==> src/design/vcm_pkg.sv <==
// shared types, constants and codes for the viewport coordinate mapper
package vcm_pkg;

  localparam int COORD_FRAC_BITS = 8;
  localparam int SCALE_FRAC_BITS = 16;
  localparam int DIM_BITS        = 13;

  localparam int COORD_W      = 32;
  localparam int FUNC_W       = 3;
  localparam int MODE_W       = 2;
  localparam int SCALE_W      = DIM_BITS + SCALE_FRAC_BITS;
  localparam int PROD_W       = DIM_BITS + SCALE_W;
  localparam int CENTRE_SHIFT = SCALE_FRAC_BITS + 1 - COORD_FRAC_BITS;
  localparam int OFS_W        = PROD_W + 1 - CENTRE_SHIFT;
  localparam int N_W          = OFS_W + 1;
  localparam int MUL_W        = COORD_W + SCALE_W;
  localparam int SUM_W        = MUL_W - SCALE_FRAC_BITS + 2;
  localparam int Q_W          = COORD_W - 1;
  localparam int LOWB         = Q_W - SCALE_FRAC_BITS;
  localparam int CMP_W        = SCALE_W + LOWB;
  localparam int LIM_W        = DIM_BITS + COORD_FRAC_BITS;
  localparam int DIV_STAGES   = Q_W;

  localparam int PADDR_W   = 5;
  localparam int PDATA_W   = 32;
  localparam int REG_IDX_W = 3;

  localparam logic [FUNC_W-1:0] FUNC_L2P_POINT  = 3'd0;
  localparam logic [FUNC_W-1:0] FUNC_P2L_POINT  = 3'd1;
  localparam logic [FUNC_W-1:0] FUNC_P2L_CLAMP  = 3'd2;
  localparam logic [FUNC_W-1:0] FUNC_L2P_EXTENT = 3'd3;
  localparam logic [FUNC_W-1:0] FUNC_P2L_EXTENT = 3'd4;

  localparam logic [MODE_W-1:0] MODE_STRETCH = 2'd0;
  localparam logic [MODE_W-1:0] MODE_FIT     = 2'd1;
  localparam logic [MODE_W-1:0] MODE_FILL    = 2'd2;
  localparam logic [MODE_W-1:0] MODE_INT_FIT = 2'd3;

  localparam logic [REG_IDX_W-1:0] REG_LOGICAL_WIDTH  = 3'd0;
  localparam logic [REG_IDX_W-1:0] REG_LOGICAL_HEIGHT = 3'd1;
  localparam logic [REG_IDX_W-1:0] REG_OUTPUT_WIDTH   = 3'd2;
  localparam logic [REG_IDX_W-1:0] REG_OUTPUT_HEIGHT  = 3'd3;
  localparam logic [REG_IDX_W-1:0] REG_SCALE_MODE     = 3'd4;

  typedef struct packed {
    logic [FUNC_W-1:0]         func;
    logic signed [COORD_W-1:0] coord_x;
    logic signed [COORD_W-1:0] coord_y;
  } item_t;

  typedef struct packed {
    logic signed [COORD_W-1:0] result_x;
    logic signed [COORD_W-1:0] result_y;
    logic                      inside_res;
    logic                      valid_res;
  } result_t;

  typedef struct packed {
    logic                      busy;
    logic                      valid;
    logic [DIM_BITS-1:0]       lw;
    logic [DIM_BITS-1:0]       lh;
    logic [DIM_BITS-1:0]       ow;
    logic [DIM_BITS-1:0]       oh;
    logic [SCALE_W-1:0]        sx;
    logic [SCALE_W-1:0]        sy;
    logic signed [OFS_W-1:0]   ox;
    logic signed [OFS_W-1:0]   oy;
  } cfg_t;

  typedef struct packed {
    logic           neg;
    logic [N_W-1:0] mag;
  } fb_lane_t;

  typedef struct packed {
    logic [FUNC_W-1:0] func;
    logic              pre_in;
    fb_lane_t          x;
    fb_lane_t          y;
  } fb_t;

  typedef struct packed {
    logic               neg;
    logic               ovf;
    logic [MUL_W-1:0]   prod;
    logic [SCALE_W-1:0] rem;
    logic [LOWB-1:0]    lo;
  } fc_lane_t;

  typedef struct packed {
    logic [FUNC_W-1:0] func;
    logic              pre_in;
    fc_lane_t          x;
    fc_lane_t          y;
  } fc_t;

  typedef struct packed {
    logic                      neg;
    logic                      ovf;
    logic [SCALE_W-1:0]        rem;
    logic [LOWB-1:0]           lo;
    logic [Q_W-1:0]            q;
    logic signed [COORD_W-1:0] mres;
  } ds_lane_t;

  typedef struct packed {
    logic [FUNC_W-1:0] func;
    logic              pre_in;
    ds_lane_t          x;
    ds_lane_t          y;
  } ds_t;

endpackage

==> src/design/vcm_back.sv <==
// final stage: sign, clamp, inside test, saturation and result register
module vcm_back (
  input  logic             clk,
  input  logic             rst,
  input  logic             adv,
  input  logic             v_in,
  input  vcm_pkg::ds_t     d,
  input  vcm_pkg::cfg_t    cfg,
  output logic             v_out,
  output vcm_pkg::result_t res
);
  import vcm_pkg::*;

  logic                      v;
  result_t                   r, r_next;
  logic signed [COORD_W:0]   rvx, rvy, lwq, lhq, cx, cy;
  logic                      in_all;

  function automatic logic signed [COORD_W:0] qval(input ds_lane_t l);
    logic [COORD_W-1:0] m;
    m = l.ovf ? {1'b1, {Q_W{1'b0}}} : {1'b0, l.q};
    return l.neg ? -$signed({1'b0, m}) : $signed({1'b0, m});
  endfunction

  function automatic logic signed [COORD_W-1:0] sat(input logic signed [COORD_W:0] a);
    if (a > $signed({2'b00, {(COORD_W-1){1'b1}}}))
      return {1'b0, {(COORD_W-1){1'b1}}};
    else
      return a[COORD_W-1:0];
  endfunction

  function automatic logic signed [COORD_W:0] clamp(input logic signed [COORD_W:0] a,
                                                    input logic signed [COORD_W:0] lim);
    if (a[COORD_W]) return '0;
    else if (a > lim) return lim;
    else return a;
  endfunction

  assign rvx = qval(d.x);
  assign rvy = qval(d.y);
  assign lwq = $signed((COORD_W+1)'({cfg.lw, {COORD_FRAC_BITS{1'b0}}}));
  assign lhq = $signed((COORD_W+1)'({cfg.lh, {COORD_FRAC_BITS{1'b0}}}));
  assign cx  = clamp(rvx, lwq);
  assign cy  = clamp(rvy, lhq);
  assign in_all = d.pre_in && !rvx[COORD_W] && !rvy[COORD_W] && (rvx < lwq) && (rvy < lhq);

  always_comb begin
    r_next = '0;
    if (cfg.valid && (d.func <= FUNC_P2L_EXTENT)) begin
      r_next.valid_res = 1'b1;
      unique case (d.func)
        FUNC_L2P_POINT, FUNC_L2P_EXTENT: begin
          r_next.result_x = d.x.mres;
          r_next.result_y = d.y.mres;
        end
        FUNC_P2L_POINT: begin
          r_next.result_x   = sat(rvx);
          r_next.result_y   = sat(rvy);
          r_next.inside_res = in_all;
        end
        FUNC_P2L_CLAMP: begin
          r_next.result_x   = sat(cx);
          r_next.result_y   = sat(cy);
          r_next.inside_res = in_all;
        end
        FUNC_P2L_EXTENT: begin
          r_next.result_x = sat(rvx);
          r_next.result_y = sat(rvy);
        end
        default: ;
      endcase
    end
  end

  always_ff @(posedge clk) begin
    if (rst) begin
      v <= 1'b0;
    end else if (adv) begin
      v <= v_in;
    end
  end

  always_ff @(posedge clk) begin
    if (adv) r <= r_next;
  end

  assign v_out = v;
  assign res   = r;

endmodule

==> config.mk <==
export PLATFORM = sky130hd
export DESIGN_NAME = vcm_back
export DESIGN_NICKNAME = d
export VERILOG_FILES = /design/src/design/vcm_pkg.sv /design/src/design/vcm_back.sv
export SDC_FILE = /design/constraint.sdc
export NUM_CORES = 1
export LEC_CHECK = 0
export BUFFER_PORTS_ARGS = -buffer_cell sky130_fd_sc_hd__buf_2
export CELL_PAD_IN_SITES_DETAIL_PLACEMENT = 0
export CELL_PAD_IN_SITES_GLOBAL_PLACEMENT = 1
export CORE_AREA = 2 2 183 185
export DETAILED_ROUTE_END_ITERATION = 8
export DIE_AREA = 0 0 185 187
export GPL_TIMING_DRIVEN = 0
export PLACE_DENSITY_LB_ADDON = 0.2
export RECOVER_POWER = 50
export SLEW_MARGIN = 5
export SYNTH_ARGS = -nofsm -noshare
export SYNTH_HDL_FRONTEND = slang
export SYNTH_SLANG_ARGS = --single-unit
==> constraint.sdc <==
create_clock -name clk -period 6.95 [get_ports clk]
set_input_delay 1.39 -clock clk [delete_from_list [all_inputs] [get_ports clk]]
set_output_delay 1.39 -clock clk [all_outputs]
set_load 0.02 [all_outputs]
Yosys cells after proc, flatten, opt, wreduce, memory -nomap -nowiden
Cells that the tools add are included.

word-level totals
  output and inout bits = 67
  logic and storage cells = 46
  bits of input ports = 406
  bits in registers = 67

operators by class
  muxes and demuxes = 14
  add/sub/neg operators = 2
  reduce and logical (&&, ||, !) cells = 12
  order comparisons = 9
  equality and inequality tests = 4

operator list
  cell                    count
  $mux W32                10
  $pmux W64 S3            1
  $gt A33 B32 Y1 const B  4
  $gt A33 B22 Y1          2
  $lt A33 B22 Y1          2
  $mux W33                2
  $neg A32 Y33            2
  $eq A3 B2 Y1 const B    2
  $reduce_or A2 Y1        3
  $logic_and A1 B1 Y1     5
  $eq A3 B1 Y1 const B    1
  $eq A3 B3 Y1 const B    1
  $le A3 B3 Y1 const B    1
  $logic_not A3 Y1        1
  $logic_not A1 Y1        2
  $reduce_and A2 Y1       1
  $mux W1                 1

Longest topological paths before layout
  depth after elaboration = 9
  mapped depth = 20
  mapped depth without buffers = 17

Worst setup path after synthesis
No wires, ideal clock.

  path type = input to register
  start point = in d[216] in the netlist's numbering
  end point = reg r, in the netlist res[54] (data pin)
  buffers on the path = 3
  slack = 1.486 ns
  data required time = 6.689 ns
  setup time = 0.261 ns
  cell stages on the path = 18
  arrival = 5.203 ns
  cells stage by stage = clkinv_1 clkbuf_1 nand2_1 ha_1 clkbuf_1 nand2_1 o21ai_0 o21a_1 xnor2_1 ha_1 nand4_1 or4_1 nor4b_1 a41oi_1 nor2b_1 a211oi_1 clkbuf_1 a221o_1

on the way
  word-level cells in the longest chain between the ends = 9
  elaborated cells between the ends (all ways) = 11
  classes of those cells = 1 x add/sub; 3 x order compare; 7 x mux

RTL lines
  item                  RTL line        RTL
  start, declared       vcm_back.sv:7   input vcm_pkg::ds_t d,
  $mux W32 *            vcm_back.sv:21  m = l.ovf ? {1'b1, {Q_W{1'b0}}} : {1'b0, l.q};
  $neg A32 Y33          vcm_back.sv:22  return l.neg ? -$signed({1'b0, m}) : $signed({1'b0, m});
  $mux W33 *            vcm_back.sv:22
  $gt A33 B22 Y1        vcm_back.sv:35  else if (a > lim) return lim;
  $mux W32              vcm_back.sv:35
  $mux W32              vcm_back.sv:34  if (a[COORD_W]) return '0;
  $gt A33 B32 Y1        vcm_back.sv:26  if (a > $signed({2'b00, {(COORD_W-1){1'b1}}}))
  $mux W32              vcm_back.sv:26
  $pmux W64 S3 *        vcm_back.sv:51  unique case (d.func)
  end signal, assigned  vcm_back.sv:84  if (adv) r <= r_next;
  end, declared         vcm_back.sv:15  result_t r, r_next;

Every way passes the cells marked *; elsewhere a longest branch is shown, timed or not.
A chain may end at the register's enable or synchronous reset.

Worst setup path after layout
Ends and elaborated chain as after synthesis.

==> results.ini <==
[floorplan]
ios=473
dieWidth_um=185
die_h_um=187
num_rows=67
core_area_sq_um=32860
start_util_pct=20.35
die-area_sq_um=34600

[detailed_routing]
drt-total-wl_mm=32.75
vias_per_cell=4.975
drtIter0Drc=542
wire_per_inst_um=21.14
ant_nets=0
drcViolationCount=0
drtPass1Iterations=5
vias=7707

[worst_setup_path]
cp-end-kind=register
reg2reg_from=v_out$_SDFFE_PP0P_
critical_path_class=input port to register
cpPeakStageDelay_ns=0.58
ff2ff_path_depth=2
crit_start=d[216]
cp.buffers_inverters=5
critical_path.endpoint=res[54]$_SDFFCE_PN0P_
cp_data_arrival_time_ns=6.50
reg2reg_slack_ns=6.34
cp_max_fo=10
start_kind=input port
reg2reg_to=v_out$_SDFFE_PP0P_
cp_common_cell=clkbuf_1
path_cells=buf_2 -> clkinv_1 -> clkbuf_1 -> nand2_1 -> ha_1 -> clkbuf_1 -> nand2_1 -> o21ai_2 -> o21a_1 -> xnor2_1 -> ha_1 -> nand4_1 -> or4_1 -> nor4b_1 -> a41oi_1 -> nor2b_1 -> a211oi_1 -> clkbuf_1 -> a221o_1
slowest_stage=or4_1
critPathTopFamily=simple AND/OR/NAND/NOR gates
worstPathRequired_ns=7.03
cp.depth=19

[final_layout]
layout_common_cells=197 x buf_2, 94 x a21oi_1, 87 x nand2_1
fillers=3772
layout_commonest_cell=buf_2
area_delta_synth_final_pct=29.70
fin_cells=1549
drive_above_1_share_pct=20.67
nets=1527

[cts]
postCtsSetupBuffers=0
root_buffer=clkbuf_16
cts_buffer_depth=2
cts_tree=yes
htree_levels=3
hold_buffers=0
clk_pin_slew_worst_paths_ns=0.06
clock_sinks=67
clk_latency_ns=0.34
cts_made_buffers=9

[timing]
clock_skew_ns=0
worstMarginPinSlew_ns=2.854
period_minus_slack_ns=6.423
slew_headroom_pct=-90.29
fmax_ghz=0.1557
finalSetupViolCount=0
drv_slew=47
setup_slack_ns=0.5265
rsz0062_at_grt=no
hold_slack_ns=0.4946
fin_crit_sh_pct=92.42
hold_viol_final=0

[synth]
avgSynthCellArea_sq_um=7.848
async_flop_share_pct=0
synth_cells=852
synth_edf_count=66
syn_nets=1286
synth.cell_area_sq_um=6686
ys_seq_area_share_pct=29.94
ys.flop_type=edfxtp_1
yosys_warnings=0
synth_cell_types=65
ys_seq_elements=67

[status]
violations=max-capacitance violations, max-slew violations
outcome=finished with violations

[global_routing]
grt_antenna_before_repair=7
grt_max_degree=47
grt_pass1_wl_mm=48.42
grt_usage_pct=18.71
grt_overflow_total=0
top_usage_layer=met2
use_met2_pct=28.90
use_met3_pct=4.283
first_global_vias=7508
grt_use_met1_pct=26.93

[place]
numPortBuffers=229
place_ws_ns=-0.3562
globalplace.congestion=0.8477
dp.cells=1530
dp_hpwl_mm=26.53

[power_and_ir_drop]
p_per_area_nw_per_um2=167.4
switching_share_pct=38.39
power.share.sequential_pct=33.9
p_total_mw=1.452
p_comb_share_pct=32.3
irDropWorstVdd_mv=0.1098
internal-power_uw=894.3
p_clk_share_pct=33.8
power.switching_uw=557.3
total_leakage_power_nw=3.350

[hold_path]
hp-class=register to register
hp-start=v_out$_SDFFE_PP0P_

[job]
drv_cap=1

[synth_stat cells (all sizes together), types with 6 or more instances]
master   instances  area, sq um
a211oi          10        75.07
a21o            18        135.1
a21oi           94        470.5
a221o           20        200.2
a221oi           7        61.31
a31oi           10        62.56
and3             7        43.79
buf              7        28.78
clkbuf          47        176.4
edfxtp          66         1982
ha              28        350.3
inv             44        165.2
mux2i            6        60.06
nand2           87        326.6
nand2b           9        56.30
nand3           21        105.1
nand4           18        112.6
nor2            77        289.0
nor2b           17        106.4
nor3            23        126.4
nor4            20        131.4
o2111ai          6        52.55
o211ai           7        52.55
o21ai           59        295.3
o31ai            9        67.56
o32ai           10        87.58
o41ai            9        78.83
or3              9        56.30
or4              9        67.56
xnor2           12        105.1
xor2            22        192.7
[flip-flops by register name, indices dropped and copies added (netlist names)]
register / cells
res: 66
v_out: 1
[metal layers]
layer	routed length, um	up-vias	part of all wire, %
li1	-	3746	-
met1	16060	3702	49
met2	14250	234	44
met3	2096	19	6.4
met4	304	6	0.93
met5	44	-	0.13
[tightest hold or removal path: cells and delay by family (launching register included)]
family	cells	cell delay, ns
mux	1	0.07
simple gates	1	0.07
flops	1	0.32
[kinds of logic (layout without fill, tap and decap cells)]
kind of cell             count (synthesis)  in the layout  share of synthesized area, %
flip-flops                              67             67                         29.94
AO/OA/AOI/OAI                          300            300                         29.73
other                                    0              3                             0
XOR/XNOR                                34             34                         4.454
adder cells (fa/ha/maj)                 28             28                         5.240
buffers and inverters                   99            345                         5.595
multiplexers                             8              8                         1.235
AND/OR/NAND/NOR                        316            316                         23.80
[area by class of cell]
class | instances | area (sq um) | area share [%]
Clock buffer | 9 | 225.2 | 2.597
Inverter | 45 | 168.9 | 1.948
Tap cell | 448 | 560.5 | 6.464
Buffer | 54 | 206.4 | 2.381
Antenna cell | 3 | 7.507 | 0.08657
Multi-Input combinational cell | 686 | 4320 | 49.82
Sequential cell | 67 | 2002 | 23.08
Clock inverter | 7 | 73.82 | 0.8512
Timing Repair Buffer | 230 | 1107 | 12.77
[power by group through the flow]
stage / registers [mW] / logic, mW / clock network [mW]
6_report: 0.492 / 0.469 / 0.491
5_1_grt: 0.495 / 0.521 / 0.521
4_1_cts: 0.491 / 0.478 / 0.506
3_5_place_dp: 0.498 / 0.476 / 0
3_3_place_gp: 0.500 / 0.475 / 0
2_1_floorplan: 0.538 / 0.220 / 0
[what timing repair did]
| item | CTS | global route |
|---|---|---|
| gates resized for setup | 1 | 7 |
| cloned | 0 | 0 |
| pin swaps | 0 | 0 |
| endpoints found under the setup margin | 1 | 10 |
[per-stage QoR]
| step | area (sq um) | TNS (ns) | utilization [%] |
|---|---|---|---|
| floorplan | 6686 | 0 | - |
| global placement | 8393 | -3.199 | 25.54 |
| detailed placement | 8423 | -2.374 | 25.63 |
| CTS | 8722 | 0 | 26.54 |
| global route | 8667 | 0 | 26.37 |
| finish | 8672 | 0 | 26.39 |
[worst min path at each step]
stage / to / cells after the start
6_report: v_out$_SDFFE_PP0P_ / 2
5_1_grt: v_out$_SDFFE_PP0P_ / 2
4_1_cts: v_out$_SDFFE_PP0P_ / 2
3_5_place_dp: v_out$_SDFFE_PP0P_ / 2
3_3_place_gp: v_out$_SDFFE_PP0P_ / 2
2_1_floorplan: v_out$_SDFFE_PP0P_ / 2
Note: power is estimated with default switching activity, not from simulation.
