`src/design/vcm_pkg.sv`:
```
// shared types, constants and codes for the viewport coordinate mapper
package vcm_pkg;

  localparam int COORD_FRAC_BITS = 8;
  localparam int SCALE_FRAC_BITS = 16;
  localparam int DIM_BITS        = 13;

  localparam int COORD_W      = 32;
  localparam int FUNC_W       = 3;
  localparam int MODE_W       = 2;
  localparam int SCALE_W      = DIM_BITS + SCALE_FRAC_BITS;
  localparam int PROD_W       = DIM_BITS + SCALE_W;
  localparam int CENTRE_SHIFT = SCALE_FRAC_BITS + 1 - COORD_FRAC_BITS;
  localparam int OFS_W        = PROD_W + 1 - CENTRE_SHIFT;
  localparam int N_W          = OFS_W + 1;
  localparam int MUL_W        = COORD_W + SCALE_W;
  localparam int SUM_W        = MUL_W - SCALE_FRAC_BITS + 2;
  localparam int Q_W          = COORD_W - 1;
  localparam int LOWB         = Q_W - SCALE_FRAC_BITS;
  localparam int CMP_W        = SCALE_W + LOWB;
  localparam int LIM_W        = DIM_BITS + COORD_FRAC_BITS;
  localparam int DIV_STAGES   = Q_W;

  localparam int PADDR_W   = 5;
  localparam int PDATA_W   = 32;
  localparam int REG_IDX_W = 3;

  localparam logic [FUNC_W-1:0] FUNC_L2P_POINT  = 3'd0;
  localparam logic [FUNC_W-1:0] FUNC_P2L_POINT  = 3'd1;
  localparam logic [FUNC_W-1:0] FUNC_P2L_CLAMP  = 3'd2;
  localparam logic [FUNC_W-1:0] FUNC_L2P_EXTENT = 3'd3;
  localparam logic [FUNC_W-1:0] FUNC_P2L_EXTENT = 3'd4;

  localparam logic [MODE_W-1:0] MODE_STRETCH = 2'd0;
  localparam logic [MODE_W-1:0] MODE_FIT     = 2'd1;
  localparam logic [MODE_W-1:0] MODE_FILL    = 2'd2;
  localparam logic [MODE_W-1:0] MODE_INT_FIT = 2'd3;

  localparam logic [REG_IDX_W-1:0] REG_LOGICAL_WIDTH  = 3'd0;
  localparam logic [REG_IDX_W-1:0] REG_LOGICAL_HEIGHT = 3'd1;
  localparam logic [REG_IDX_W-1:0] REG_OUTPUT_WIDTH   = 3'd2;
  localparam logic [REG_IDX_W-1:0] REG_OUTPUT_HEIGHT  = 3'd3;
  localparam logic [REG_IDX_W-1:0] REG_SCALE_MODE     = 3'd4;

  typedef struct packed {
    logic [FUNC_W-1:0]         func;
    logic signed [COORD_W-1:0] coord_x;
    logic signed [COORD_W-1:0] coord_y;
  } item_t;

  typedef struct packed {
    logic signed [COORD_W-1:0] result_x;
    logic signed [COORD_W-1:0] result_y;
    logic                      inside_res;
    logic                      valid_res;
  } result_t;

  typedef struct packed {
    logic                      busy;
    logic                      valid;
    logic [DIM_BITS-1:0]       lw;
    logic [DIM_BITS-1:0]       lh;
    logic [DIM_BITS-1:0]       ow;
    logic [DIM_BITS-1:0]       oh;
    logic [SCALE_W-1:0]        sx;
    logic [SCALE_W-1:0]        sy;
    logic signed [OFS_W-1:0]   ox;
    logic signed [OFS_W-1:0]   oy;
  } cfg_t;

  typedef struct packed {
    logic           neg;
    logic [N_W-1:0] mag;
  } fb_lane_t;

  typedef struct packed {
    logic [FUNC_W-1:0] func;
    logic              pre_in;
    fb_lane_t          x;
    fb_lane_t          y;
  } fb_t;

  typedef struct packed {
    logic               neg;
    logic               ovf;
    logic [MUL_W-1:0]   prod;
    logic [SCALE_W-1:0] rem;
    logic [LOWB-1:0]    lo;
  } fc_lane_t;

  typedef struct packed {
    logic [FUNC_W-1:0] func;
    logic              pre_in;
    fc_lane_t          x;
    fc_lane_t          y;
  } fc_t;

  typedef struct packed {
    logic                      neg;
    logic                      ovf;
    logic [SCALE_W-1:0]        rem;
    logic [LOWB-1:0]           lo;
    logic [Q_W-1:0]            q;
    logic signed [COORD_W-1:0] mres;
  } ds_lane_t;

  typedef struct packed {
    logic [FUNC_W-1:0] func;
    logic              pre_in;
    ds_lane_t          x;
    ds_lane_t          y;
  } ds_t;

endpackage

```
`src/design/vcm_cfg.sv`:
```
// register file and sequential scale and offset computation
module vcm_cfg (
  input  logic                          clk,
  input  logic                          rst,
  input  logic                          psel,
  input  logic                          penable,
  input  logic                          pwrite,
  input  logic [vcm_pkg::PADDR_W-1:0]   paddr,
  input  logic [vcm_pkg::PDATA_W-1:0]   pwdata,
  output logic [vcm_pkg::PDATA_W-1:0]   prdata,
  output logic                          pready,
  output vcm_pkg::cfg_t                 cfg
);
  import vcm_pkg::*;

  localparam logic [2:0] ST_IDLE = 3'd0;
  localparam logic [2:0] ST_LOAD = 3'd1;
  localparam logic [2:0] ST_DIV  = 3'd2;
  localparam logic [2:0] ST_SEL  = 3'd3;
  localparam logic [2:0] ST_MUL  = 3'd4;
  localparam logic [2:0] ST_OFS  = 3'd5;

  localparam int CNT_W = $clog2(SCALE_W);
  localparam logic [CNT_W-1:0] CNT_LAST = CNT_W'(SCALE_W - 1);
  localparam logic [SCALE_W-1:0] ONE = SCALE_W'(1) << SCALE_FRAC_BITS;

  logic [DIM_BITS-1:0]     lw, lh, ow, oh;
  logic [MODE_W-1:0]       mode;
  logic [2:0]              state;
  logic [CNT_W-1:0]        cnt;
  logic [SCALE_W-1:0]      numx, numy, qx, qy;
  logic [DIM_BITS-1:0]     remx, remy;
  logic [SCALE_W-1:0]      sx, sy, sx_next, sy_next;
  logic [PROD_W-1:0]       px, py;
  logic signed [OFS_W-1:0] ox, oy;
  logic                    valid;
  logic                    wr;
  logic [REG_IDX_W-1:0]    idx;
  logic [DIM_BITS:0]       trialx, trialy;
  logic                    gex, gey;
  logic [SCALE_W-1:0]      smin, smax, sint;
  logic                    dims_ok;

  function automatic logic signed [OFS_W-1:0] centre(input logic [DIM_BITS-1:0] dim,
                                                     input logic [PROD_W-1:0] p);
    logic signed [PROD_W:0] d;
    logic [PROD_W:0]        m;
    logic [OFS_W-1:0]       sh;
    d  = $signed({1'b0, PROD_W'(dim) << SCALE_FRAC_BITS}) - $signed({1'b0, p});
    m  = d[PROD_W] ? $unsigned(-d) : $unsigned(d);
    sh = OFS_W'(m >> CENTRE_SHIFT);
    return d[PROD_W] ? -$signed(sh) : $signed(sh);
  endfunction

  assign wr     = psel && penable && pwrite;
  assign idx    = paddr[PADDR_W-1:2];
  assign pready = 1'b1;

  always_ff @(posedge clk) begin
    if (rst) begin
      lw   <= '0;
      lh   <= '0;
      ow   <= '0;
      oh   <= '0;
      mode <= MODE_FIT;
    end else if (wr) begin
      unique case (idx)
        REG_LOGICAL_WIDTH:  lw   <= pwdata[DIM_BITS-1:0];
        REG_LOGICAL_HEIGHT: lh   <= pwdata[DIM_BITS-1:0];
        REG_OUTPUT_WIDTH:   ow   <= pwdata[DIM_BITS-1:0];
        REG_OUTPUT_HEIGHT:  oh   <= pwdata[DIM_BITS-1:0];
        REG_SCALE_MODE:     mode <= pwdata[MODE_W-1:0];
        default: ;
      endcase
    end
  end

  always_comb begin
    unique case (idx)
      REG_LOGICAL_WIDTH:  prdata = PDATA_W'(lw);
      REG_LOGICAL_HEIGHT: prdata = PDATA_W'(lh);
      REG_OUTPUT_WIDTH:   prdata = PDATA_W'(ow);
      REG_OUTPUT_HEIGHT:  prdata = PDATA_W'(oh);
      REG_SCALE_MODE:     prdata = PDATA_W'(mode);
      default:            prdata = '0;
    endcase
  end

  // restoring division, one quotient bit per cycle
  assign trialx = {remx, numx[SCALE_W-1]};
  assign trialy = {remy, numy[SCALE_W-1]};
  assign gex    = trialx >= {1'b0, lw};
  assign gey    = trialy >= {1'b0, lh};

  assign smin    = (qx < qy) ? qx : qy;
  assign smax    = (qx > qy) ? qx : qy;
  assign sint    = (smin >= ONE) ? (smin & ~(ONE - SCALE_W'(1))) : smin;
  assign dims_ok = (lw != '0) && (lh != '0) && (ow != '0) && (oh != '0);

  always_comb begin
    unique case (mode)
      MODE_STRETCH: begin
        sx_next = qx;
        sy_next = qy;
      end
      MODE_FIT: begin
        sx_next = smin;
        sy_next = smin;
      end
      MODE_FILL: begin
        sx_next = smax;
        sy_next = smax;
      end
      MODE_INT_FIT: begin
        sx_next = sint;
        sy_next = sint;
      end
    endcase
  end

  always_ff @(posedge clk) begin
    if (rst) begin
      state <= ST_IDLE;
      valid <= 1'b0;
    end else if (wr) begin
      state <= ST_LOAD;
    end else begin
      unique case (state)
        ST_LOAD: state <= ST_DIV;
        ST_DIV: begin
          if (cnt == CNT_LAST) state <= ST_SEL;
        end
        ST_SEL: begin
          state <= ST_MUL;
          valid <= dims_ok && (sx_next != '0) && (sy_next != '0);
        end
        ST_MUL:  state <= ST_OFS;
        ST_OFS:  state <= ST_IDLE;
        default: state <= ST_IDLE;
      endcase
    end
  end

  always_ff @(posedge clk) begin
    unique case (state)
      ST_LOAD: begin
        numx <= SCALE_W'(ow) << SCALE_FRAC_BITS;
        numy <= SCALE_W'(oh) << SCALE_FRAC_BITS;
        remx <= '0;
        remy <= '0;
        qx   <= '0;
        qy   <= '0;
        cnt  <= '0;
      end
      ST_DIV: begin
        numx <= numx << 1;
        numy <= numy << 1;
        remx <= gex ? DIM_BITS'(trialx - {1'b0, lw}) : trialx[DIM_BITS-1:0];
        remy <= gey ? DIM_BITS'(trialy - {1'b0, lh}) : trialy[DIM_BITS-1:0];
        qx   <= {qx[SCALE_W-2:0], gex};
        qy   <= {qy[SCALE_W-2:0], gey};
        cnt  <= cnt + CNT_W'(1);
      end
      ST_SEL: begin
        sx <= sx_next;
        sy <= sy_next;
      end
      ST_MUL: begin
        px <= PROD_W'(lw) * PROD_W'(sx);
        py <= PROD_W'(lh) * PROD_W'(sy);
      end
      ST_OFS: begin
        ox <= (mode == MODE_STRETCH) ? '0 : centre(ow, px);
        oy <= (mode == MODE_STRETCH) ? '0 : centre(oh, py);
      end
      default: ;
    endcase
  end

  always_comb begin
    cfg.busy  = state != ST_IDLE;
    cfg.valid = valid;
    cfg.lw    = lw;
    cfg.lh    = lh;
    cfg.ow    = ow;
    cfg.oh    = oh;
    cfg.sx    = sx;
    cfg.sy    = sy;
    cfg.ox    = ox;
    cfg.oy    = oy;
  end

endmodule

```
`config.mk`:
```
export PLATFORM = sky130hd
export DESIGN_NAME = vcm_cfg
export DESIGN_NICKNAME = d
export VERILOG_FILES = /design/src/design/vcm_pkg.sv /design/src/design/vcm_cfg.sv
export SDC_FILE = /design/constraint.sdc
export NUM_CORES = 2
export LEC_CHECK = 0
export ABC_AREA = 1
export BUFFER_PORTS_ARGS = -buffer_cell sky130_fd_sc_hd__buf_4
export CORE_UTILIZATION = 60
export CTS_BUF_LIST = sky130_fd_sc_hd__clkbuf_8 sky130_fd_sc_hd__clkbuf_16
export DETAILED_ROUTE_END_ITERATION = 12
export GPL_ROUTABILITY_DRIVEN = 0
export GPL_TIMING_DRIVEN = 0
export PLACE_DENSITY_LB_ADDON = 0.12
export SLEW_MARGIN = 20
export SYNTH_ARGS = -nofsm -noshare
export SYNTH_HDL_FRONTEND = slang
export SYNTH_SLANG_ARGS = --single-unit
export TNS_END_PERCENT = 30
```
`constraint.sdc`:
```
create_clock -name clk -period 22.1 [get_ports clk]
set_clock_uncertainty 0.1 [all_clocks]
set_input_delay 2.21 -clock clk [delete_from_list [all_inputs] [get_ports clk]]
set_output_delay 2.21 -clock clk [all_outputs]
set_load 0.02 [all_outputs]
```
# Yosys cells after proc, flatten, opt, wreduce, memory -nomap -nowiden

Index checks and enable logic that the tools add are counted.

Bitwise gates (word level): 1
Multiplexer cells: 22
Multipliers: 2
$add $sub $neg: 9
Equality and inequality tests: 15
Reduce and logical (&&, ||, !) cells: 24
$lt $le $gt $ge: 5
Div/mod/pow operators: 0
Shift operators: 0

Operators with widths:

| operator                                                                               | number |
|---|---|
| 29-bit one-hot mux with 2 select lines                                                 | 4 |
| 29-bit one-hot mux with 4 select lines                                                 | 2 |
| 43-bit 2-to-1 mux                                                                      | 2 |
| 43-bit negator                                                                         | 2 |
| 29-bit by 42-bit subtractor with 43-bit output                                         | 2 |
| 13-bit by 29-bit multiplier with 42-bit output                                         | 2 |
| 34-bit 2-to-1 mux                                                                      | 2 |
| 34-bit negator                                                                         | 2 |
| 13-bit one-hot mux with 5 select lines                                                 | 1 |
| 29-bit 2-to-1 mux                                                                      | 2 |
| 29-bit nonzero test                                                                    | 2 |
| 13-bit one-hot mux with 2 select lines                                                 | 2 |
| 13-bit nonzero test                                                                    | 4 |
| 29-bit by 17-bit greater-or-equal comparator with 1-bit output (second input constant) | 1 |
| 29-bit > comparator                                                                    | 1 |
| 29-bit < comparator                                                                    | 1 |
| 14-bit by 13-bit greater-or-equal comparator with 1-bit output                         | 2 |
| 13-bit 2-to-1 mux                                                                      | 2 |
| 13-bit subtractor                                                                      | 2 |
| 16-bit 2-to-1 mux                                                                      | 1 |
| 3-bit by 2-bit equality test with 1-bit output (second input constant)                 | 4 |
| 3-bit one-hot mux with 4 select lines                                                  | 1 |
| 2-bit AND reduction                                                                    | 6 |
| 5-bit one-hot mux with 2 select lines                                                  | 1 |
| other kinds (17)                                                                       | 27 |

Register bits after elaboration: 415
Input port bits: 42
Memories kept: 0
Bits in read-only memories: 0
Logic and storage cells: 99
Output and inout bits: 213
Latch bits: 0
Bits in writable memories: 0

# Logic depth before layout (Yosys ltp)

Word-level depth: 8
Depth in mapped cells: 36

# Worst setup path after synthesis

OpenSTA, ideal clock, no wires.

Kind: register -> register
From: register state[1]
To: register cnt[0] (enable)
Stages on the path, launching flop included: 3
Period minus slack after synthesis: 9.073 ns
Arrival: 8.242 ns
Setup slack: 13.027 ns
Cells stage by stage: dfxtp_1 > nor2_1 > nor3_1

Cells in the longest elaborated chain, start to end: 2

Ends and longest elaborated chain:

| what                                                                                                                    | RTL line       | source |
|---|---|---|
| start: declaration                                                                                                      | vcm_cfg.sv:29  | `logic [2:0] state;` |
| start signal: assignment                                                                                                | vcm_cfg.sv:123 | `state <= ST_IDLE;` |
| start signal: assignment                                                                                                | vcm_cfg.sv:126 | `state <= ST_LOAD;` |
| start signal: assignment                                                                                                | vcm_cfg.sv:129 | `ST_LOAD: state <= ST_DIV;` |
| 3-bit by 2-bit equality test with 1-bit output / 3-bit by 1-bit equality test with 1-bit output (equally long branches) | vcm_cfg.sv:145 | `unique case (state)` |
| 2-bit nonzero test (no source line) (*)                                                                                 | -              |  |
| end signal: assignment                                                                                                  | vcm_cfg.sv:162 | `cnt <= cnt + CNT_W'(1);` |
| end: declaration                                                                                                        | vcm_cfg.sv:30  | `logic [CNT_W-1:0] cnt;` |

Every way passes the cells marked *; elsewhere a longest branch is shown, timed or not.
A chain may end at the register's enable or synchronous reset.

# Final worst setup path

From: register lw[6]
To: register px[39] (data pin)

Cells in the longest elaborated chain, start to end: 1

Ends and longest elaborated chain:

| what                                           | RTL line       | source |
|---|---|---|
| start: declaration                             | vcm_cfg.sv:27  | `logic [DIM_BITS-1:0] lw, lh, ow, oh;` |
| start signal: assignment                       | vcm_cfg.sv:68  | `REG_LOGICAL_WIDTH: lw <= pwdata[DIM_BITS-1:0];` |
| 13-bit by 29-bit multiplier with 42-bit output | vcm_cfg.sv:169 | `px <= PROD_W'(lw) * PROD_W'(sx);` |
| end signal: assignment                         | vcm_cfg.sv:169 |  |
| end: declaration                               | vcm_cfg.sv:34  | `logic [PROD_W-1:0] px, py;` |

Every way passes these cells.

==> flow_summary.yaml <==
pwr:
  p_sw_mw: 0.491
  p_per_area_mw_per_mm2: 31.7
  p_comb_share_pct: 12.9
  internal_power_mw: 1.29
  p_leak_nw: 29.6
  p_sw_share_pct: 27.5
  power_frac_seq_pct: 45.0
  p_clk_share_pct: 42.1
  vdd_drop_max_v: 0.0000575
outcome:
  status: "completed"
logic_synthesis:
  syn_area_mm2: 0.0516
  yosysSeqAreaShare_pct: 21.2
  yosys.area.top_type: "fa_1"
  synth_cell_type_count: 60
  yosys_register_bits: 383
  postSynthCellCount: 7086
  avgSynthCellArea_um2: 7.28
  synth_ff_type: "edfxtp_1"
  yosysMostFrequentCell: "nand2_1"
  ys_top_cells_by_count: "nand2_1, inv_1, fa_1"
  yosys_warnings: 0
  ys_top_cells_by_area: "fa_1, edfxtp_1, nand2_1, inv_1, ha_1"
  yosysTopAreaCellShare_pct: 23.1
  synth-edff-count: 325
  async_flop_share_pct: 0
clock_tree:
  cts_sinks: 383
  postCtsSetupRepairBufs: 0
  cts_tree: "built"
  cts.path.max_buffers: 3
  cts_buffers: 42
  cts-htree-levels: 2
  post_cts_resize_count: 0
  cts_root_buf: "clkbuf_16"
  clock_latency_ns: 0.65
  cts_hold_buf: 0
  path_clk_slew_ns: 0.06
hold_path:
  hold_path_class: "register to register"
  hp-start: "valid"
grt:
  grt_max_degree: 44
  antenna_found_initial: 5
  grt-ovfl-total: 0
  first_global_vias: 45400
  grtUsageTotal_pct: 37.1
  grt_pass1_wl_mm: 249
floorplan:
  num_rows: 107
  start_util_pct: 60.6
  ioPinCount: 255
  core_mm2: 0.0851
  die_w_um: 295
  die-area_mm2: 0.0872
  die_h_um: 295
cells_and_area:
  layout-drive-gt1-share_pct: 8.39
  fin_nets: 8285
  syn2layout_area_growth_pct: 9.30
  final_cell_count_no_fill: 8567
worst_setup_path:
  crit_arrival_ns: 8.22
  worstSetupPathType: "register to register"
  crit_fanout: 10
  r2r-start: "lw[6]"
  crit_path_start: "lw[6]"
  critPathCaptureType: "register"
  cp-start-kind: "register"
  cp.required_ns: 22.35
routing:
  drt-total-wl_mm: 160
  final_antenna_net_count: 0
  first_pass_iters: 8
  drt_iter0_markers: 5283
  wl_per_cell_um: 18.7
  vias_per_cell: 5.54
  vias: 47400
  drc_errors: 0
sta:
  rsz0062_at_grt: "no"
  fin_hold_ws_ns: 0.384
  setup_tns_ns: 0
  maxSlewViolCount: 0
  finalCritPeriodShare_pct: 36.0
  max_slew.worst_pin.slew_ns: 1.13
  fmax_mhz: 126
  finalHoldViolations: 0
  period_minus_slack_ns: 7.96
  max-slew-margin-rel_pct: 24.6
  setup_violations: 0
place:
  port_buffers: 213
  hpwl_mm: 131
  dp_cells: 8484
job:
  cap_violations: 0
## cell families after synthesis
group                    after synthesis  synth area share, %
XOR/XNOR                             110                 1.90
AND/OR/NAND/NOR                     3337                 27.8
other                                  2               0.0146
adder cells (fa/ha/maj)              859                 29.5
AO/OA/AOI/OAI                        603                 6.35
buffers and inverters               1792                 13.3
flip-flops                           383                 21.2
## final timing paths
| path | end | slack (ns) | cells past startpoint |
|---|---|---|---|
| hold reg to reg | valid | 0.38 | 2 |
| hold / removal | valid | 0.38 | 2 |
| setup / recovery | px[39] | 14.14 | 27 |
| setup reg to reg | px[39] | 14.14 | 27 |
## flip-flops by register name, summed over array words and instances, names as in the netlist, 29 cells and up
| register | flops |
|---|---|
| sy | 29 |
| oy | 34 |
| py | 42 |
| sx | 29 |
| qx | 29 |
| qy | 29 |
| ox | 34 |
| px | 42 |
## placed cells by master, fill, tap and decap left out, types with 10 or more instances in the layout
cell type,n
nand2_1,2052
xnor2_1,39
nand2_4,11
nand3_2,31
nor3_1,65
ha_1,263
nand3_1,339
edfxtp_1,325
o21ai_1,11
o21ai_0,215
clkinv_1,10
nor2_2,61
a31oi_1,17
nand2_2,73
a21oi_1,279
clkbuf_16,43
dfxtp_1,58
nand4_1,77
nor2_4,34
xor2_1,69
inv_2,48
conb_1,20
buf_1,11
nor2_1,541
nor4_1,10
clkbuf_1,191
fa_1,596
buf_4,258
nand3b_1,17
o21a_1,21
inv_1,1504
o2111ai_1,13
## per-layer routing
metal  vias up  track usage [%]  share of wire (%)
met4         6             17.2                5.1
met1     22300             49.9                 40
met3       492             9.19                 12
met5         -                0              0.021
li1      22100                -                  -
met2      2525             56.5                 43
## worst max-delay path, stage by stage, from the launching register on
cell      delay [ns]
dfxtp_1         0.50
clkbuf_1        0.71
clkbuf_1        0.73
nand2_1         0.24
fa_1            0.48
inv_1           0.08
ha_1            0.15
inv_1           0.05
fa_1            0.47
inv_1           0.04
ha_1            0.26
inv_1           0.05
fa_1            0.47
inv_1           0.04
ha_1            0.36
nand2_1         0.08
inv_1           0.07
a21oi_1         0.09
o21ai_0         0.30
a21oi_1         0.15
o21ai_0         0.39
a21oi_1         0.18
o21ai_0         0.42
a21oi_1         0.19
o21ai_0         0.49
nand3_1         0.22
o21ai_0         0.28
xor2_1          0.10
## power groups by stage
stage / logic, mW / registers [mW] / clock network (mW)
CTS: 0.224 / 0.803 / 0.755
global route: 0.254 / 0.804 / 0.779
finish: 0.231 / 0.804 / 0.751
floorplan: 0.152 / 0.818 / 0
global placement: 0.215 / 0.823 / 0
detailed placement: 0.222 / 0.818 / 0
## layout make-up
| type | count | area [µm²] |
|---|---|---|
| inverters | 1551 | 5820 |
| diodes | 5 | 12.5 |
| flip-flops and latches | 383 | 10900 |
| repair buffers | 236 | 1820 |
| multi-input cells | 4929 | 33900 |
| clock inverters | 29 | 290 |
| fillers | 7582 | 28800 |
| well taps | 1144 | 1430 |
| clock buffers | 49 | 1160 |
| plain buffers | 241 | 1040 |
## per-stage QoR
stage / cell area, µm² / util (%) / total power [mW] / setup slack [ns]
3_5_place_dp: 54900 / 64.5 / 1.04 / 14.40
3_3_place_gp: 54700 / 64.2 / 1.04 / 8.91
5_1_grt: 56400 / 66.2 / 1.84 / 13.80
2_1_floorplan: 51700 / - / 0.970 / 13.03
4_1_cts: 56400 / 66.2 / 1.78 / 14.37
6_report: 56400 / 66.2 / 1.78 / 14.14
Note: power is estimated with default switching activity, not from simulation.
