### src/design/vcm_pkg.sv
// shared types, constants and codes for the viewport coordinate mapper
package vcm_pkg;

  localparam int COORD_FRAC_BITS = 8;
  localparam int SCALE_FRAC_BITS = 16;
  localparam int DIM_BITS        = 13;

  localparam int COORD_W      = 32;
  localparam int FUNC_W       = 3;
  localparam int MODE_W       = 2;
  localparam int SCALE_W      = DIM_BITS + SCALE_FRAC_BITS;
  localparam int PROD_W       = DIM_BITS + SCALE_W;
  localparam int CENTRE_SHIFT = SCALE_FRAC_BITS + 1 - COORD_FRAC_BITS;
  localparam int OFS_W        = PROD_W + 1 - CENTRE_SHIFT;
  localparam int N_W          = OFS_W + 1;
  localparam int MUL_W        = COORD_W + SCALE_W;
  localparam int SUM_W        = MUL_W - SCALE_FRAC_BITS + 2;
  localparam int Q_W          = COORD_W - 1;
  localparam int LOWB         = Q_W - SCALE_FRAC_BITS;
  localparam int CMP_W        = SCALE_W + LOWB;
  localparam int LIM_W        = DIM_BITS + COORD_FRAC_BITS;
  localparam int DIV_STAGES   = Q_W;

  localparam int PADDR_W   = 5;
  localparam int PDATA_W   = 32;
  localparam int REG_IDX_W = 3;

  localparam logic [FUNC_W-1:0] FUNC_L2P_POINT  = 3'd0;
  localparam logic [FUNC_W-1:0] FUNC_P2L_POINT  = 3'd1;
  localparam logic [FUNC_W-1:0] FUNC_P2L_CLAMP  = 3'd2;
  localparam logic [FUNC_W-1:0] FUNC_L2P_EXTENT = 3'd3;
  localparam logic [FUNC_W-1:0] FUNC_P2L_EXTENT = 3'd4;

  localparam logic [MODE_W-1:0] MODE_STRETCH = 2'd0;
  localparam logic [MODE_W-1:0] MODE_FIT     = 2'd1;
  localparam logic [MODE_W-1:0] MODE_FILL    = 2'd2;
  localparam logic [MODE_W-1:0] MODE_INT_FIT = 2'd3;

  localparam logic [REG_IDX_W-1:0] REG_LOGICAL_WIDTH  = 3'd0;
  localparam logic [REG_IDX_W-1:0] REG_LOGICAL_HEIGHT = 3'd1;
  localparam logic [REG_IDX_W-1:0] REG_OUTPUT_WIDTH   = 3'd2;
  localparam logic [REG_IDX_W-1:0] REG_OUTPUT_HEIGHT  = 3'd3;
  localparam logic [REG_IDX_W-1:0] REG_SCALE_MODE     = 3'd4;

  typedef struct packed {
    logic [FUNC_W-1:0]         func;
    logic signed [COORD_W-1:0] coord_x;
    logic signed [COORD_W-1:0] coord_y;
  } item_t;

  typedef struct packed {
    logic signed [COORD_W-1:0] result_x;
    logic signed [COORD_W-1:0] result_y;
    logic                      inside_res;
    logic                      valid_res;
  } result_t;

  typedef struct packed {
    logic                      busy;
    logic                      valid;
    logic [DIM_BITS-1:0]       lw;
    logic [DIM_BITS-1:0]       lh;
    logic [DIM_BITS-1:0]       ow;
    logic [DIM_BITS-1:0]       oh;
    logic [SCALE_W-1:0]        sx;
    logic [SCALE_W-1:0]        sy;
    logic signed [OFS_W-1:0]   ox;
    logic signed [OFS_W-1:0]   oy;
  } cfg_t;

  typedef struct packed {
    logic           neg;
    logic [N_W-1:0] mag;
  } fb_lane_t;

  typedef struct packed {
    logic [FUNC_W-1:0] func;
    logic              pre_in;
    fb_lane_t          x;
    fb_lane_t          y;
  } fb_t;

  typedef struct packed {
    logic               neg;
    logic               ovf;
    logic [MUL_W-1:0]   prod;
    logic [SCALE_W-1:0] rem;
    logic [LOWB-1:0]    lo;
  } fc_lane_t;

  typedef struct packed {
    logic [FUNC_W-1:0] func;
    logic              pre_in;
    fc_lane_t          x;
    fc_lane_t          y;
  } fc_t;

  typedef struct packed {
    logic                      neg;
    logic                      ovf;
    logic [SCALE_W-1:0]        rem;
    logic [LOWB-1:0]           lo;
    logic [Q_W-1:0]            q;
    logic signed [COORD_W-1:0] mres;
  } ds_lane_t;

  typedef struct packed {
    logic [FUNC_W-1:0] func;
    logic              pre_in;
    ds_lane_t          x;
    ds_lane_t          y;
  } ds_t;

endpackage

### src/design/vcm_div_step.sv
// one quotient bit of the pipelined divider for both axes
module vcm_div_step (
  input  logic                         clk,
  input  logic                         rst,
  input  logic                         adv,
  input  logic                         v_in,
  input  vcm_pkg::ds_t                 d_in,
  input  logic [vcm_pkg::SCALE_W-1:0]  sx,
  input  logic [vcm_pkg::SCALE_W-1:0]  sy,
  output logic                         v_out,
  output vcm_pkg::ds_t                 d_out
);
  import vcm_pkg::*;

  logic v;
  ds_t  d, d_next;

  function automatic ds_lane_t step(input ds_lane_t l, input logic [SCALE_W-1:0] s);
    logic [SCALE_W:0] trial;
    logic             ge;
    ds_lane_t         r;
    r     = l;
    trial = {l.rem, l.lo[LOWB-1]};
    ge    = trial >= {1'b0, s};
    r.rem = ge ? SCALE_W'(trial - {1'b0, s}) : trial[SCALE_W-1:0];
    r.lo  = l.lo << 1;
    r.q   = {l.q[Q_W-2:0], ge};
    return r;
  endfunction

  always_comb begin
    d_next   = d_in;
    d_next.x = step(d_in.x, sx);
    d_next.y = step(d_in.y, sy);
  end

  always_ff @(posedge clk) begin
    if (rst) begin
      v <= 1'b0;
    end else if (adv) begin
      v <= v_in;
    end
  end

  always_ff @(posedge clk) begin
    if (adv) d <= d_next;
  end

  assign v_out = v;
  assign d_out = d;

endmodule

### config.mk
export PLATFORM = sky130hd
export DESIGN_NAME = vcm_div_step
export DESIGN_NICKNAME = d
export VERILOG_FILES = /design/src/design/vcm_pkg.sv /design/src/design/vcm_div_step.sv
export SDC_FILE = /design/constraint.sdc
export NUM_CORES = 1
export LEC_CHECK = 0
export BUFFER_PORTS_ARGS = -buffer_cell sky130_fd_sc_hd__buf_2
export CAP_MARGIN = 10
export CORE_AREA = 2 2 199 201
export DETAILED_ROUTE_END_ITERATION = 7
export DIE_AREA = 0 0 201 203
export REMOVE_ABC_BUFFERS = 1
export SLEW_MARGIN = 40
export SYNTH_ARGS = -nofsm -noshare
export SYNTH_HDL_FRONTEND = slang
export SYNTH_SLANG_ARGS = --single-unit
export TNS_END_PERCENT = 100
### constraint.sdc
create_clock -name clk -period 3.3 [get_ports clk]
set_input_delay 0.495 -clock clk [delete_from_list [all_inputs] [get_ports clk]]
set_output_delay 0.495 -clock clk [all_outputs]
set_load 0.01 [all_outputs]
== Yosys cells after proc, flatten, opt, wreduce, memory -nomap -nowiden ==
Index checks and enable logic that the tools add are counted.
W data, S select, Z words.
Operators by class
  add/subtract/negate cells: 2
  $lt $le $gt $ge: 2
  multiplexer cells: 2
Operators by type and width (count)
  $ge A30 B29 Y1: 2
  $mux W29: 2
  $sub A29 B29 Y29: 2
Storage, ports and cells
  flip-flop bits (word level): 221
  input port bits: 284
  output and inout bits: 223

== Depth between registers and ports, before layout ==
Gate-level depths: netlist (run 1).
  depth after elaboration: 2
  depth in mapped cells: 14
  depth with buffers taken out: 13

== Least setup slack after synthesis (run 1) ==
OpenSTA, ideal clock, no wires.
  path kind: input port to flip-flop
  from: input port d_in[77] (netlist name)
  to: register d (netlist bit d_out[87]), data pin
  library setup time: 0.260 ns
  arrival: 2.909 ns
  data required time: 3.040 ns
  path slack: 0.130 ns
  stages: 14
  path buffers: 2
  cells stage by stage: inv_1 ha_1 inv_1 fa_1 a211oi_1 o21bai_1 o21ai_1 a21oi_1 o211ai_2 a21oi_2 or2_1 buf_6 buf_6 mux2_4
RTL lines
  start, declared: RTL line vcm_div_step.sv:7  | input vcm_pkg::ds_t d_in,
  end signal, assigned: RTL line vcm_div_step.sv:46  | if (adv) d <= d_next;
  end, declared: RTL line vcm_div_step.sv:16  | ds_t d, d_next;

==> results of run 1 <==
-- layout make-up --
cell class              instances  share of cell area
diodes                          2            0.000330
repair buffers                559               0.200
inverters                      73              0.0181
clock inverters                17             0.00801
flip-flops and latches        221               0.437
multi-input cells             523               0.247
clock buffers                  31              0.0469
well taps                     518              0.0428
-- layer usage --
metal  vias to the layer above  share of wire  track usage
li1                       4273              -            -
met1                      4172           0.42        0.206
met2                       319           0.49        0.288
met3                        54          0.062       0.0300
met4                         0          0.024       0.0497
met5                         -              0            0
-- worst max-delay path, stage by stage --
cell and delay [ns]:
buf_2 0.11, inv_1 0.05, ha_1 0.16, inv_1 0.05, fa_1 0.38, a211oi_1 0.28
o21bai_1 0.15, o21ai_1 0.26, a2111oi_0 0.18, a2111oi_0 0.48, buf_4 0.20, o31ai_1 0.08
xor2_1 0.15, mux2_4 0.26
-- cell families after synthesis --
| family | Yosys count |
|---|---|
| xor gates and xnor gates | 45 |
| other | 1 |
| and+or+nand+nor | 177 |
| muxes | 26 |
| buffers and inverters | 101 |
| AOI/OAI and AO/OA | 213 |
| DFF | 221 |
| adders and majority gates | 60 |
-- stage by stage --
| stage | setup WS [ns] | cell area [sq um] | instances | hold slack (ns) | total power [mW] |
|---|---|---|---|---|---|
| 2_1_floorplan | -0.461 | 10600 | 817 | 0.528 | 4.44 |
| 3_3_place_gp | -0.308 | 14300 | 1894 | 0.476 | 5.29 |
| 3_5_place_dp | -0.232 | 14300 | 1894 | 0.496 | 5.30 |
| 4_1_cts | 0.337 | 15100 | 1942 | 0.0793 | 8.13 |
| 5_1_grt | 0.135 | 15100 | 1944 | 0.0928 | 8.40 |
| 6_report | 0.321 | 15100 | 1944 | 0.118 | 8.02 |
-- layout by cell type (no fill, tap or decap), drive strengths merged, types with 3 or more instances in the layout --
cell        n
a31oi       8
o21ai      43
o21bai      8
nor3       11
nor2       42
nor2b       7
clkbuf     31
nand3      11
a21boi      3
and3        3
a211oi      5
o211ai      8
buf       559
nand2      60
or2         4
ha         58
nor3b       3
nand2b      5
xnor2      22
a21o       27
nor4        4
edfxtp    220
a2111oi     5
o21a        6
xor2       23
inv        77
clkinv      9
o2111ai     3
nand4      14
mux2       25
or3         4
clkinvlp    4
a21oi      76
a211o       3
-- state kept, by name, indices dropped and copies added, names as in the netlist --
signal / count
v_out: 1
d_out: 220
-- Yosys cell counts (16+ instances only) --
library cell and number:
mux2_4 16, o21ai_0 40, clkbuf_1 23, inv_1 72
edfxtp_1 220, ha_1 58, a21oi_1 74, a21o_1 27
nor2_1 42, xor2_1 23, xnor2_1 22, nand2_1 60
-- how the worst min path moves through the flow --
stage / from / end / slack, ns / depth (start not counted)
final: rst / v_out / 0.12 / 2
after global placement: v_out / v_out / 0.48 / 2
after CTS: rst / v_out / 0.08 / 2
after detailed placement: v_out / v_out / 0.50 / 2
after global routing: rst / v_out / 0.09 / 2
after floorplan: v_out / v_out / 0.53 / 2
-- power by group --
part / switching, mW / internal, mW / total (mW)
clock network: 1.22 / 1.56 / 2.78
registers: 0.0801 / 3.44 / 3.52
logic: 0.948 / 0.775 / 1.72
total: 2.25 / 5.77 / 8.02
==> run_results.csv, run 1 <==
group,metric,value,unit
run_status,status,"finished clean",
clocking,tritoncts.num_buffers,26,
layout,nets,1748,
synth,synthCells,844,
timing,max_freq,336,MHz
critical_path,crit_fanout,3,
clocking,insertion_delay,0.53,ns
clocking,ctsHoldBuffers,0,
synth,synth-simple-area-share,0.0784,
synth,synth_seq_cells,221,
synth,synth_top_area_share,0.613,
timing,tightest_slew,0.798,ns
timing,setup_violations,0,
critical_path,cp-start-kind,"primary input",
critical_path,arrival,3.28,ns
floorplanning,rows,72,
clocking,cts_buffer_depth,3,
clocking,clk_pin_slew,0.06,ns
global_route,grt_pass1_wl,51900,microns
layout,finish.utilization,0.394,
critical_path,r2r_end,"v_out",
drt,wl,35700,microns
critical_path,crit_required,3.60,ns
drt,dr.pass1.iters,5,
drt,post-route-drc-count,0,
clocking,clock_sinks,221,
global_route,grt_usage,0.164,
power_and_ir_drop,p_per_area,529,nW/um^2
clocking,post_cts_resized,0,
layout,multi_input_area,3740,sq um
synth,synth.distinct_cells,66,
timing,rsz0062_at_grt,"false",
drt,detail-route-antenna-nets,0,
critical_path,rr_worst_depth,2,
synth,async_reset_ff_frac,0,
clocking,cts.htree.levels,1,
synth,synth_compound_area_frac,0.128,
synth,synth_area_leaders,"edfxtp_1 61%, ha_1 6.7%, a21oi_1 3.4%",
floorplanning,initial_core_util,0.280,
timing,relSlewSlack,0.468,
placed_design,gp_congestion,0.849,
synth,synth.area.mux_share,0.0326,
floorplanning,core,38500,sq um
worst_hold_path,worst_hold_path_type,"in2reg",
global_route,grt_pass1_vias,8890,
placed_design,portBuffers,502,
floorplanning,design.die.area,40800,sq um
critical_path,worstReg2RegStart,"v_out",
critical_path,r2r_setup_slack,2.71,ns
timing,period_minus_slack,2.98,ns
critical_path,critPathLaunch,"d_in[77]",
floorplanning,fp.dieH,203,microns
critical_path,cp-endpoint,"d_out[102]",
synth,syn-cell-area,10800,sq um
synth,synth-warning-count,0,
floorplanning,io-pin-count,507,
synth,synth-edff-count,220,
layout,ff_latch_area,6630,sq um
timing,fin_crit_sh,0.903,
layout,fillers,3798,
power_and_ir_drop,p_leak,6.90,nW
layout,syn2layout_area_growth,40.7,%
synth,ys.flop_type,"edfxtp_1",
timing,hold_viol,0,
global_route,grt_overflow,0,
clocking,tritoncts,"done",
timing,setup_tns,0,ns
drt,num_vias,8818,
global_route,grt_max_degree,86,
critical_path,cp-end-kind,"register",
synth,synthXorXnorAreaFrac,0.0366,
floorplanning,die_w,201,microns
synth,ys_seq_area_frac,0.615,
placed_design,dp.final_hpwl,28600,microns
synth,synth_top_family_by_area,"compound AO/OA/AOI/OAI gates",
clocking,clock-root-buffer,"clkbuf_16",
timing,skew,0,ns
layout,layout-drive-gt1-share,0.449,
drt,wl_per_cell,18.4,microns
global_route,antenna_found_initial,3,
timing,report.final.slew_viol_count,0,
synth,syn_avg_cell_area,12.8,sq um
drt,viasPerCell,4.54,
critical_path,worstSetupPathType,"in2reg",
synth,yosysTopAreaCell,"edfxtp_1",
drt,drtIter0Drc,484,
clocking,post_cts_buffers,0,
synth,synthAdderAreaFrac,0.0711,
power_and_ir_drop,ir_drop,332,uV
flow_run,drv_cap,0,
No activity file was read; power rests on OpenSTA's default activity.
==> run 2: changes to the inputs <==
- ABC_CLOCK_PERIOD_IN_PS: not set -> 3300
- RECOVER_POWER: not set -> 25
==> run 2 against run 1 <==
Against the previous run: the flow now finishes with violations (max-capacitance violations, max-slew violations); utilization down 0.055 points; largest power group unchanged; largest cell class unchanged; global-route usage stayed put; critical path depth is the same; routed wire length is essentially flat; highest routed layer unchanged; sequential power about the same; setup slack hardly changed; first-iteration DRC count down 2.3%.
==> run_results.csv, run 2 (synthesis gave the netlist of run 1 again) <==
group,metric,value,unit
run_status,status,"finished, violations left",
run_status,violations,"max-capacitance violations, max-slew violations",
clocking,clk_pin_slew,0.06,ns
layout,finish.utilization,0.393,
global_route,grt_max_degree,86,
critical_path,r2r_setup_slack,2.66,ns
clocking,insertion_delay,0.53,ns
drt,drtIter0Drc,473,
power_and_ir_drop,ir_drop,332,uV
clocking,clock-root-buffer,"clkbuf_16",
worst_hold_path,min-delay-start,"rst",
critical_path,critPathMaxStageDelay,0.48,ns
floorplanning,fp.dieH,203,microns
global_route,grt_overflow,0,
floorplanning,io-pin-count,507,
power_and_ir_drop,p_leak,6.87,nW
timing,tightest_slew,2.56,ns
drt,wl_per_cell,18.4,microns
critical_path,arrival,3.28,ns
clocking,cts_buffer_depth,3,
floorplanning,core,38500,sq um
critical_path,crit_family,"compound AO/OA/AOI/OAI gates",
drt,wl,35700,microns
drt,dr.pass1.iters,5,
timing,relSlewSlack,-0.710,
floorplanning,initial_core_util,0.280,
critical_path,worstSetupPathType,"in2reg",
clocking,clock_sinks,221,
clocking,post_cts_buffers,0,
floorplanning,rows,72,
floorplanning,design.die.area,40800,sq um
placed_design,dpl.cell_count,1894,
critical_path,cp-end-kind,"register",
critical_path,slowest_stage,"a2111oi_0",
timing,report.final.slew_viol_count,84,
timing,fin_crit_sh,0.903,
critical_path,path_buf_inv,4,
timing,setup_violations,0,
global_route,grt_pass1_vias,8890,
timing,setup_tns,0,ns
placed_design,dp.final_hpwl,28600,microns
timing,skew,0,ns
clocking,tritoncts.num_buffers,26,
placed_design,portBuffers,502,
clocking,tritoncts,"done",
layout,layout-drive-gt1-share,0.443,
floorplanning,die_w,201,microns
layout,final_cell_mix,"492 x buf_2, 220 x edfxtp_1, 74 x a21oi_1",
critical_path,cp-start-kind,"primary input",
power_and_ir_drop,p_per_area,530,nW/um^2
layout,fillers,3805,
layout,fin_cells,1944,
timing,period_minus_slack,2.98,ns
timing,hold_viol,0,
layout,final_common_cell,"buf_2",
critical_path,crit_fanout,3,
critical_path,critPathLaunch,"d_in[77]",
clocking,ctsHoldBuffers,0,
worst_hold_path,worst_hold_path_type,"in2reg",
clocking,cts.htree.levels,1,
drt,post-route-drc-count,0,
global_route,grt_usage,0.164,
timing,max_freq,336,MHz
critical_path,crit_required,3.60,ns
global_route,grt_pass1_wl,51900,microns
flow_run,drv_cap,1,
drt,num_vias,8813,
layout,nets,1748,
layout,syn2layout_area_growth,40.5,%
critical_path,crit_chain,"buf_2 -> inv_1 -> ha_1 -> inv_1 -> fa_1 -> a211oi_1 -> o21bai_1 -> o21ai_1 -> a2111oi_0 -> a2111oi_0 -> buf_4 -> o31ai_1 -> xor2_1 -> mux2_4",
timing,rsz0062_at_grt,"false",
placed_design,gp_congestion,0.849,
drt,viasPerCell,4.53,
layout,largest_register_ffs,220,
critical_path,worstReg2RegStart,"v_out",
drt,detail-route-antenna-nets,0,
clocking,post_cts_resized,0,
global_route,antenna_found_initial,3,
-- run 2: cell count changes in the layout (fill, tap and decap cells not counted) --
cell	change
buf_2	-9
clkbuf_1	+9
buf_8	-1
clkbuf_2	+1
-- run 2: power breakdown --
group          total, mW  switching [mW]  internal (mW)
combinational       1.72           0.948          0.774
clock               2.78            1.22           1.56
sequential          3.52          0.0800           3.44
total               8.02            2.25           5.77
-- run 2: final cells by class --
type	count	area, sq um	area share
flip-flops and latches	221	6630	0.438
multi-input cells	523	3740	0.247
clock inverters	17	121	0.00802
repair buffers	559	3000	0.199
well taps	518	648	0.0428
clock buffers	31	711	0.0470
inverters	73	274	0.0181
diodes	2	5.00	0.000331
-- run 2: stage by stage --
| step | hold slack [ns] | worst slack (ns) | area, sq um | total power [mW] |
|---|---|---|---|---|
| finish | 0.118 | 0.320 | 15100 | 8.02 |
| global route | 0.0928 | 0.135 | 15100 | 8.40 |
| CTS | 0.0793 | 0.337 | 15100 | 8.13 |
| detailed placement | 0.496 | -0.232 | 14300 | 5.30 |
| global placement | 0.476 | -0.308 | 14300 | 5.29 |
| floorplan | 0.528 | -0.461 | 10600 | 4.44 |
-- run 2: per-layer routing --
layer  vias to the layer above  track usage  share of wire
met5                         -            0              0
met4                         0       0.0497          0.024
met3                        54       0.0300          0.062
met2                       316        0.288           0.49
met1                      4171        0.206           0.42
li1                       4272            -              -
-- run 2: final timing paths --
| path | end | depth (start not counted) |
|---|---|---|
| min reg2reg | v_out | 2 |
| max | d_out[102] | 14 |
| min | v_out | 2 |
| max reg2reg | v_out | 2 |
==> run 3: changes to the inputs <==
- CORE_AREA: 2 2 199 201 -> 2 2 198 200
- DIE_AREA: 0 0 201 203 -> 0 0 200 202
==> run 3 against run 2 <==
Against the previous run: the run still ends with max-capacitance violations, max-slew violations left; non-clock buffer count is 2 higher; via count is 0.32% higher; fmax is 2.5% higher; sequential cell count stayed put; die area is 0.99% lower.
==> run_results.csv, run 3 (synthesis gave the netlist of run 1 again) <==
group,metric,value,unit
run_status,status,"finished, violations left",
run_status,violations,"max-capacitance violations, max-slew violations",
placed_design,dp.final_hpwl,28500,microns
global_route,antenna_found_initial,5,
layout,layout-drive-gt1-share,0.445,
layout,final_common_cell,"buf_2",
timing,layout_setup_ws,0.394,ns
worst_hold_path,worst_hold_path_type,"in2reg",
layout,nets,1750,
global_route,grt_overflow,0,
floorplanning,die_w,200,microns
clocking,post_cts_resized,0,
layout,multi_input_area,3740,sq um
clocking,insertion_delay,0.53,ns
floorplanning,core,38300,sq um
timing,tightest_slew,2.70,ns
clocking,clock-root-buffer,"clkbuf_16",
floorplanning,io-pin-count,507,
placed_design,gp_congestion,0.854,
clocking,post_cts_buffers,0,
worst_hold_path,min-delay-start,"rst",
timing,max_freq,344,MHz
clocking,ctsHoldBuffers,0,
timing,report.final.slew_viol_count,94,
timing,period_minus_slack,2.91,ns
floorplanning,fp.dieH,202,microns
clocking,tritoncts.num_buffers,26,
timing,fin_crit_sh,0.881,
timing,skew,0,ns
clocking,cts.htree.levels,1,
layout,final_cell_mix,"494 x buf_2, 220 x edfxtp_1, 74 x a21oi_1",
critical_path,crit_required,3.59,ns
critical_path,cp-end-kind,"register",
critical_path,critPathMaxStageDelay,0.45,ns
critical_path,cp-start-kind,"primary input",
critical_path,crit_chain,"buf_2 -> inv_1 -> ha_1 -> inv_1 -> fa_1 -> a211oi_1 -> o21bai_1 -> o21ai_1 -> a2111oi_0 -> a2111oi_0 -> buf_4 -> o31ai_1 -> xor2_1 -> mux2_4",
floorplanning,design.die.area,40400,sq um
global_route,grt_max_degree,96,
global_route,grt_pass1_vias,8858,
layout,finish.utilization,0.398,
critical_path,arrival,3.20,ns
power_and_ir_drop,total_power,8.35,mW
critical_path,crit_fanout,3,
timing,rsz0062_at_grt,"false",
drt,wl,35200,microns
drt,wl_per_cell,18.1,microns
timing,relSlewSlack,-0.799,
drt,post-route-drc-count,0,
clocking,cts_buffer_depth,3,
drt,viasPerCell,4.54,
power_and_ir_drop,p_leak,6.93,nW
flow_run,drv_cap,1,
layout,largest_register_ffs,220,
drt,num_vias,8841,
power_and_ir_drop,ir_drop,314,uV
layout,fin_cells,1947,
global_route,grt_usage,0.163,
critical_path,slowest_stage,"a2111oi_0",
placed_design,dp_slack,-0.156,ns
drt,dr.pass1.iters,7,
floorplanning,initial_core_util,0.281,
drt,detail-route-antenna-nets,0,
timing,setup_violations,0,
clocking,clock_sinks,221,
critical_path,critPathLaunch,"d_in[77]",
clocking,clk_pin_slew,0.07,ns
layout,syn2layout_area_growth,41.4,%
layout,ff_latch_area,6630,sq um
placed_design,portBuffers,502,
timing,timing.hold.ws,0.118,ns
layout,fillers,3726,
power_and_ir_drop,p_per_area,548,nW/um^2
timing,hold_viol,0,
global_route,grt_pass1_wl,50200,microns
critical_path,worstSetupPathType,"in2reg",
critical_path,worstReg2RegStart,"v_out",
clocking,tritoncts,"done",
floorplanning,rows,72,
drt,drtIter0Drc,396,
placed_design,dpl.cell_count,1896,
run 3: cell count changes in the layout (fill, tap and decap cells not counted):
cell,delta
buf_2,+2
diode_2,+1
clkinvlp_4,-1
clkinv_4,-2
clkinv_1,+1
clkbuf_1,-2
clkbuf_8,-2
buf_4,+3
bufinv_16,+5
buf_12,-1
clkinv_2,-1
run 3: layout make-up:
class                           instances  share of cell area
Sequential cell                       221               0.435
Multi-Input combinational cell        523               0.245
Timing Repair Buffer                  561               0.198
Clock buffer                           29              0.0448
Tap cell                              518              0.0425
Inverter                               73              0.0180
Clock inverter                         19              0.0161
Antenna cell                            3            0.000493
run 3: worst max-delay path: cells and delay by family:
kind / cells / cell delay [ns]
xor+xnor: 1 / 0.15
compound gates: 6 / 1.33
mux: 1 / 0.26
buf+inv: 4 / 0.41
fa+ha+maj: 2 / 0.55
run 3: report_power, final:
group          internal (mW)  switching (mW)
Combinational          0.773           0.947
Clock                   1.90            1.21
Sequential              3.44          0.0796
Total                   6.11            2.24
run 3: final timing paths:
| check | end | slack, ns | depth (start not counted) |
|---|---|---|---|
| max | d_out[102] | 0.39 | 14 |
| max reg2reg | v_out | 2.68 | 2 |
| min reg2reg | v_out | 0.50 | 2 |
| min | v_out | 0.12 | 2 |
run 3: metal layers:
layer  vias to the layer above  track usage  wire length, microns
met5                         -            0                    29
met4                         4       0.0590                  1030
met3                        64       0.0319                  2380
met2                       329        0.294                 17700
met1                      4171        0.190                 14100
li1                       4273            -                     -
run 3: through the flow:
stage	cell area, sq um	setup TNS [ns]
after floorplan	10600	-10.05
final	15200	0
after detailed placement	14300	-1.73
after CTS	15200	0
after global placement	14300	-2.06
after global routing	15200	0
